==> config.mk <==
export PLATFORM = sky130hd
export DESIGN_NAME = bdq_ctrl
export DESIGN_NICKNAME = d
export VERILOG_FILES = /design/src/hdl/bdq_pkg.sv /design/src/hdl/bdq_ctrl.sv
export SDC_FILE = /design/constraint.sdc
export NUM_CORES = 1
export LEC_CHECK = 0
export BUFFER_PORTS_ARGS = -buffer_cell sky130_fd_sc_hd__buf_2
export CORE_MARGIN = 5
export CORE_UTILIZATION = 55
export DETAILED_ROUTE_END_ITERATION = 12
export PLACE_DENSITY = 0.77
export SYNTH_ARGS = -nofsm -noshare
export SYNTH_HDL_FRONTEND = slang
export SYNTH_SLANG_ARGS = --single-unit
export TNS_END_PERCENT = 20
==> constraint.sdc <==
create_clock -name clock -period 6.3 [get_ports clock]
set_input_delay 1.26 -clock clock [delete_from_list [all_inputs] [get_ports clock]]
set_output_delay 1.26 -clock clock [all_outputs]
set_load 0.05 [all_outputs]
==> src/hdl/bdq_pkg.sv <==
// ----------------------------------------------------------------------------
// bdq_pkg
// Shared constants, function codes, ring index helpers and the control struct
// of the bounded double-ended queue.
// ----------------------------------------------------------------------------
package bdq_pkg;

   localparam int DEPTH  = 1024;
   localparam int IDX_W  = $clog2(DEPTH);
   localparam int CNT_W  = 11;
   localparam int WORD_W = 32;
   localparam int FUNC_W = 3;

   localparam logic [CNT_W-1:0] DEPTH_CNT = CNT_W'(DEPTH);
   localparam logic [CNT_W-1:0] CAP_RESET = CNT_W'(1024);
   localparam logic [IDX_W-1:0] IDX_LAST  = IDX_W'(DEPTH - 1);

   typedef enum logic [FUNC_W-1:0] {
      FUNC_PUSH_FRONT = 3'd0,
      FUNC_PUSH_BACK  = 3'd1,
      FUNC_POP_FRONT  = 3'd2,
      FUNC_POP_BACK   = 3'd3,
      FUNC_PEEK       = 3'd4
   } func_type;

   // decision for one request, taken from the current queue state
   typedef struct packed {
      logic             ok;
      logic             wr_en;
      logic [IDX_W-1:0] wr_addr;
      logic [IDX_W-1:0] front_addr;
      logic [IDX_W-1:0] rear_addr;
      logic [CNT_W-1:0] count;
      logic             full;
   } step_type;

   function automatic logic [IDX_W-1:0] ring_next(input logic [IDX_W-1:0] i);
      return (i == IDX_LAST) ? '0 : i + 1'b1;
   endfunction

   function automatic logic [IDX_W-1:0] ring_prev(input logic [IDX_W-1:0] i);
      return (i == '0) ? IDX_LAST : i - 1'b1;
   endfunction

endpackage

==> src/hdl/bdq_ctrl.sv <==
// ----------------------------------------------------------------------------
// bdq_ctrl
// Head, tail and count registers of the ring; decides whether a request is
// carried out and which slots it writes and reads.
// ----------------------------------------------------------------------------
module bdq_ctrl (
   input  logic                      clock,
   input  logic                      reset,
   input  logic                      step_en,
   input  logic [bdq_pkg::FUNC_W-1:0] func,
   input  logic [bdq_pkg::CNT_W-1:0]  capacity,
   output bdq_pkg::step_type          step,
   output logic [bdq_pkg::CNT_W-1:0]  count_ff
);
   import bdq_pkg::*;

   logic [IDX_W-1:0] head_ff, head_in;
   logic [IDX_W-1:0] tail_ff, tail_in;
   logic [CNT_W-1:0] count_in;
   logic [CNT_W-1:0] cap_eff;
   logic             has_room;
   logic             has_entry;

   assign cap_eff   = (capacity > DEPTH_CNT) ? DEPTH_CNT : capacity;
   assign has_room  = count_ff < cap_eff;
   assign has_entry = count_ff != '0;

   always_comb begin
      head_in      = head_ff;
      tail_in      = tail_ff;
      count_in     = count_ff;
      step.ok      = 1'b1;
      step.wr_en   = 1'b0;
      step.wr_addr = tail_ff;
      case (func)
         FUNC_PUSH_FRONT: begin
            step.ok = has_room;
            if (has_room) begin
               head_in      = ring_prev(head_ff);
               step.wr_en   = 1'b1;
               step.wr_addr = ring_prev(head_ff);
               count_in     = count_ff + 1'b1;
            end
         end
         FUNC_PUSH_BACK: begin
            step.ok = has_room;
            if (has_room) begin
               tail_in    = ring_next(tail_ff);
               step.wr_en = 1'b1;
               count_in   = count_ff + 1'b1;
            end
         end
         FUNC_POP_FRONT: begin
            step.ok = has_entry;
            if (has_entry) begin
               head_in  = ring_next(head_ff);
               count_in = count_ff - 1'b1;
            end
         end
         FUNC_POP_BACK: begin
            step.ok = has_entry;
            if (has_entry) begin
               tail_in  = ring_prev(tail_ff);
               count_in = count_ff - 1'b1;
            end
         end
         default: begin
            // peek and unused codes leave the ring alone
         end
      endcase
      step.front_addr = head_in;
      step.rear_addr  = ring_prev(tail_in);
      step.count      = count_in;
      step.full       = count_in >= cap_eff;
   end

   always_ff @(posedge clock) begin
      if (reset) begin
         head_ff  <= '0;
         tail_ff  <= '0;
         count_ff <= '0;
      end else if (step_en) begin
         head_ff  <= head_in;
         tail_ff  <= tail_in;
         count_ff <= count_in;
      end
   end

endmodule

* Word-level counts from Yosys, hierarchy flattened
Cells that the tools add are included.
** Operators by class
- $add $sub $neg :: 7
- $mul :: 0
- Divide/modulo/power cells :: 0
- Order comparisons :: 3
- Equality and inequality tests :: 5
- Shift operators :: 0
- Mux-type cells :: 20
- Bitwise logic cells :: 0
- Reductions and logical operators :: 7
** Operators with widths (count)
- $mux W10 :: 10
- $mux W11 :: 4
- $pmux W10 S2 :: 2
- $logic_not A10 Y1 :: 3
- $sub A10 B1 Y10 const B :: 3
- $pmux W11 S2 :: 1
- $add A10 B1 Y10 const B :: 2
- $eq A10 B10 Y1 const B :: 2
- $add A11 B1 Y11 const B :: 1
- $ge A11 B11 Y1 :: 1
- $gt A11 B11 Y1 const B :: 1
- $lt A11 B11 Y1 :: 1
- $reduce_bool A11 Y1 :: 1
- $sub A11 B1 Y11 const B :: 1
- $eq A3 B2 Y1 const B :: 2
- $pmux W1 S2 :: 2
- $reduce_or A2 Y1 :: 2
- $eq A3 B1 Y1 const B :: 1
- $logic_not A3 Y1 :: 1
- $mux W1 :: 1
** Storage, ports and cells
- Register bits :: 31
- Latch bits :: 0
- RAM bits :: 0
- Bits in read-only memories :: 0
- Bits of input ports :: 17
- Output and inout bits :: 55
- Memories kept :: 0

* Logic depth before layout (Yosys ltp)
- Word-level depth :: 7
- Depth in mapped cells :: 19
- Gate-level depth less buffers :: 18

* Least setup slack after synthesis
Ideal clock, no wire load.
- Path kind :: in2out
- From :: input port capacity[10] (netlist name)
- To :: output port step[0] (netlist name)
- Arrival time :: 5817 ps
- Required time :: 5040 ps
- Slack :: -777 ps
- Cell stages on the path :: 14
- Path through :: clkinv_1 -> nand2_1 -> ha_1 -> a211oi_1 -> o21ai_0 -> a22o_1 -> clkbuf_1 -> nor4_1 -> a31oi_1 -> o31ai_1 -> ha_1 -> nand3_1 -> o21a_1 -> o21ai_0
** RTL lines
- start: declaration :: line bdq_ctrl.sv:11 : input logic [bdq_pkg::CNT_W-1:0] capacity,
- end: declaration :: line bdq_ctrl.sv:12 : output bdq_pkg::step_type step,

==> metrics.txt <==
# TYPE chip_impl_metric gauge
chip_impl_metric{name="detail_route.wl_per_cell",unit="um"} 17.7
chip_impl_metric{name="synth.yosys.warnings",unit=""} 0
chip_impl_metric{name="drt_first_pass_iters",unit=""} 5
chip_impl_metric{name="layout-drive-gt1-share",unit=""} 0.182
chip_impl_info{name="cp-end-kind",value="output pin"} 1
chip_impl_info{name="timing.critical_path.from_type",value="primary input"} 1
chip_impl_metric{name="core_footprint",unit="um2"} 6720
chip_impl_metric{name="timing_hold_violations_final",unit=""} 0
chip_impl_metric{name="place_congestion",unit=""} 0.977
chip_impl_metric{name="initial_standard_cell_utilization_of_the_core",unit=""} 0.556
chip_impl_metric{name="pin_count",unit=""} 72
chip_impl_metric{name="post-synth-top-area-fraction",unit=""} 0.166
chip_impl_metric{name="clk_pin_slew",unit="ns"} 0.07
chip_impl_metric{name="syn_avg_cell_area",unit="um2"} 6.92
chip_impl_metric{name="dieArea",unit="um2"} 8540
chip_impl_metric{name="tot_gr_track_use",unit=""} 0.268
chip_impl_metric{name="synth-edff-count",unit=""} 0
chip_impl_metric{name="largest_net_degree_at_the_start_of_global_routing",unit=""} 33
chip_impl_info{name="timing.rr.end",value="head_ff[0]"} 1
chip_impl_metric{name="hold-path-cell-count",unit=""} 2
chip_impl_metric{name="totalNegativeSetupSlack",unit="ns"} 0
chip_impl_metric{name="worst-endpoint-arrival",unit="ns"} 4.79
chip_impl_metric{name="cellPowerDensity",unit="nW/um2"} 284
chip_impl_metric{name="die_w",unit="um"} 92.4
chip_impl_metric{name="antenna_found_initial",unit=""} 0
chip_impl_metric{name="insertedDiodeCount",unit=""} 0
chip_impl_metric{name="clkSinkCount",unit=""} 31
chip_impl_info{name="synth.cells.most_frequent",value="nor2_1 (64), nand2_1 (59), clkbuf_1 (32)"} 1
chip_impl_info{name="synth_most_common_cell",value="nor2_1"} 1
chip_impl_metric{name="period_share",unit=""} 0.961
chip_impl_metric{name="area_growth",unit="%"} 12.9
chip_impl_info{name="synth_top_cell_by_area",value="dfxtp_1"} 1
chip_impl_info{name="rsz0062_at_grt",value="false"} 1
chip_impl_metric{name="post-route-drc-count",unit=""} 0
chip_impl_metric{name="mappedNetlistArea",unit="um2"} 3730
chip_impl_info{name="synth.area.top_cells",value="dfxtp_1 (17%), ha_1 (9.7%), nor2_1 (6.4%), nand2_1 (5.9%), a21oi_1 (4.2%)"} 1
chip_impl_metric{name="ff2ff_path_depth",unit=""} 10
chip_impl_metric{name="chipHeight",unit="um"} 92.4
chip_impl_metric{name="postSynthCellCount",unit=""} 540
chip_impl_metric{name="power.internal",unit="uW"} 536
chip_impl_metric{name="hpwl",unit="um"} 8630
chip_impl_metric{name="peak_supply_drop",unit="mV"} 0.156
chip_impl_metric{name="timing.clock.skew",unit="ns"} 0.00883
chip_impl_metric{name="synth.ff_latch_count",unit=""} 31
chip_impl_metric{name="period_minus_slack",unit="ns"} 6.05
chip_impl_info{name="path_class_of_the_lowest_slack_min_delay_path",value="register to register"} 1
chip_impl_metric{name="power_frac_comb",unit=""} 0.646
chip_impl_metric{name="synth_async_sr_flop_share",unit=""} 0
chip_impl_info{name="postSynth.topFlopCell",value="dfxtp_1"} 1
chip_impl_metric{name="max_cap_violations",unit=""} 0
chip_impl_metric{name="worst_skew_pair.late_latency",unit="ns"} 0.30
chip_impl_metric{name="buffer_ports.inserted",unit=""} 71
chip_impl_info{name="hp-start",value="tail_ff[9]"} 1
chip_impl_metric{name="drt_iter0_markers",unit=""} 589
chip_impl_metric{name="critical_path.max_fanout",unit=""} 10
chip_impl_info{name="critical_path.reg2reg.startpoint",value="count_ff[0]"} 1
chip_impl_metric{name="vias_in_the_first_global_route",unit=""} 3821
chip_impl_info{name="tritoncts",value="yes"} 1
chip_impl_metric{name="power.net_switching",unit="uW"} 663
chip_impl_metric{name="leakage",unit="nW"} 1.91
chip_impl_metric{name="pwr-share-seq",unit=""} 0.206
chip_impl_metric{name="finalWirelength",unit="um"} 11700
chip_impl_metric{name="required",unit="ns"} 5.04
chip_impl_metric{name="switching_part_of_the_total_power",unit=""} 0.553
chip_impl_metric{name="final_antenna_net_count",unit=""} 0
chip_impl_info{name="hold-path-endpoint",value="tail_ff[9]"} 1
chip_impl_metric{name="timing.fmax",unit="GHz"} 0.165
chip_impl_metric{name="synth_cell_types",unit=""} 63
chip_impl_info{name="clk_root_buffer_cell",value="clkbuf_8"} 1
chip_impl_info{name="criticalPathCategory",value="primary input to output pin"} 1
chip_impl_metric{name="finalSetupViolations",unit=""} 0
chip_impl_metric{name="worstMarginPinSlew",unit="ns"} 0.998
chip_impl_metric{name="grt.overflow.total",unit=""} 0
chip_impl_metric{name="sequential_to_total_area_share_from_yosys_stat",unit=""} 0.166
chip_impl_metric{name="post-cts-setup-buffer-count",unit=""} 0
chip_impl_metric{name="routed_via_density",unit=""} 6.46
chip_impl_metric{name="clock_power_share",unit=""} 0.148
chip_impl_metric{name="cts_buffers",unit=""} 5
chip_impl_metric{name="clk_path_buf_depth",unit=""} 2
chip_impl_metric{name="layout.core_utilization",unit=""} 0.627
chip_impl_metric{name="grt_first_pass_wirelength",unit="um"} 18800
chip_impl_metric{name="max-slew-margin-rel",unit=""} 0.326
chip_impl_metric{name="htreeDepth",unit=""} 2
chip_impl_metric{name="synth.net_count",unit=""} 586
chip_impl_info{name="status",value="finished clean"} 1
chip_impl_metric{name="number_of_slew_limit_violations_in_the_final_report",unit=""} 0
chip_impl_metric{name="reg2reg_setup_slack",unit="ns"} 2.95
chip_impl_metric{name="net_total_in_the_final_layout",unit=""} 626
chip_impl_metric{name="std_cell_rows",unit=""} 30
chip_impl_metric{name="route.vias.total",unit=""} 4270
## flip-flops by register name, summed over array words and instances, names as in the netlist
register / flops
head_ff: 10
tail_ff: 10
count_ff: 11
## cell families after synthesis
| logic type | after synthesis | share of synthesized area |
|---|---|---|
| simple gates | 242 | 0.329 |
| buf+inv | 61 | 0.0660 |
| mux | 11 | 0.0295 |
| xor+xnor | 28 | 0.0657 |
| fa+ha+maj | 29 | 0.0972 |
| compound gates | 138 | 0.247 |
| flops | 31 | 0.166 |
## metrics by stage
step                hold slack, ns  instance area, um2  power, mW  setup slack, ns  instances
floorplan                    0.507                3790      0.855           0.0632        540
finish                       0.604                4220       1.20            0.247        661
global route                 0.629                4220       1.27          0.00312        661
global placement             0.570                4110       1.00            0.288        653
CTS                          0.591                4210       1.19            0.106        661
detailed placement           0.586                4110       1.01            0.106        653
## critical path, cell delays in order
cell	delay, ns
buf_2	0.14
clkinvlp_4	0.19
ha_1	0.37
a21oi_1	0.23
o211ai_1	0.18
a22oi_1	0.26
o21ai_1	0.15
nor2_1	0.19
xnor2_1	0.16
ha_1	0.26
nand2b_1	0.14
a21o_1	0.18
a21o_1	0.17
a21o_1	0.18
a21o_1	0.17
a21oi_1	0.13
o21a_1	0.16
o21ai_2	0.07
buf_2	0.21
## layout make-up
cell class,instances,area (um2)
Multi-Input combinational cell,448,2930
Inverter,17,67.6
Clock buffer,8,100
Fill cell,609,2500
Sequential cell,31,621
Timing Repair Buffer,77,400
Tap cell,80,100
## how the worst max path moves through the flow
stage          cells past startpoint          from       to
2_1_floorplan                     18  capacity[10]  step[0]
3_3_place_gp                      19  capacity[10]  step[0]
3_5_place_dp                      19  capacity[10]  step[0]
6_report                          19  capacity[10]  step[0]
5_1_grt                           20  capacity[10]  step[0]
4_1_cts                           19  capacity[10]  step[0]
## power by group through the flow
| stage | Clock [mW] | Combinational, mW | Sequential [mW] |
|---|---|---|---|
| 2_1_floorplan | 0 | 0.606 | 0.249 |
| 3_3_place_gp | 0 | 0.752 | 0.249 |
| 3_5_place_dp | 0 | 0.762 | 0.250 |
| 4_1_cts | 0.180 | 0.765 | 0.245 |
| 5_1_grt | 0.191 | 0.829 | 0.251 |
| 6_report | 0.177 | 0.774 | 0.247 |
## timing repair
action / in CTS / in global routing
endpoints found under the setup margin: 0 / 3
hold buffers: 0 / 0
gates resized for setup: 0 / 5
## placed cells by master (no fill, tap or decap), types with 5 or more instances in the layout
| cell | instances |
|---|---|
| mux2i_1 | 11 |
| o31ai_1 | 6 |
| or2_2 | 5 |
| o21ai_0 | 22 |
| or3_1 | 12 |
| nor2_1 | 64 |
| nand3_1 | 16 |
| a21oi_1 | 31 |
| and3_1 | 8 |
| nor3_1 | 15 |
| inv_1 | 16 |
| a31oi_1 | 9 |
| nor4_1 | 11 |
| or4_1 | 8 |
| buf_4 | 6 |
| o21a_1 | 6 |
| nand2_1 | 59 |
| buf_2 | 71 |
| xor2_1 | 10 |
| nand3b_1 | 5 |
| dfxtp_1 | 31 |
| clkbuf_8 | 7 |
| xnor2_1 | 13 |
| nand2b_1 | 7 |
| ha_1 | 29 |
| a211oi_1 | 8 |
| nand4_1 | 10 |
| a21o_1 | 7 |
| o211ai_1 | 6 |
| and2_1 | 5 |
## layer usage
| layer | global-route usage | vias to the layer above | share of wire |
|---|---|---|---|
| met4 | 0.0693 | 0 | 0.019 |
| li1 | - | 2058 | - |
| met5 | 0 | - | 0 |
| met2 | 0.430 | 226 | 0.45 |
| met1 | 0.373 | 1956 | 0.44 |
| met3 | 0.0447 | 30 | 0.085 |
Power figures use the tool's default switching activity.
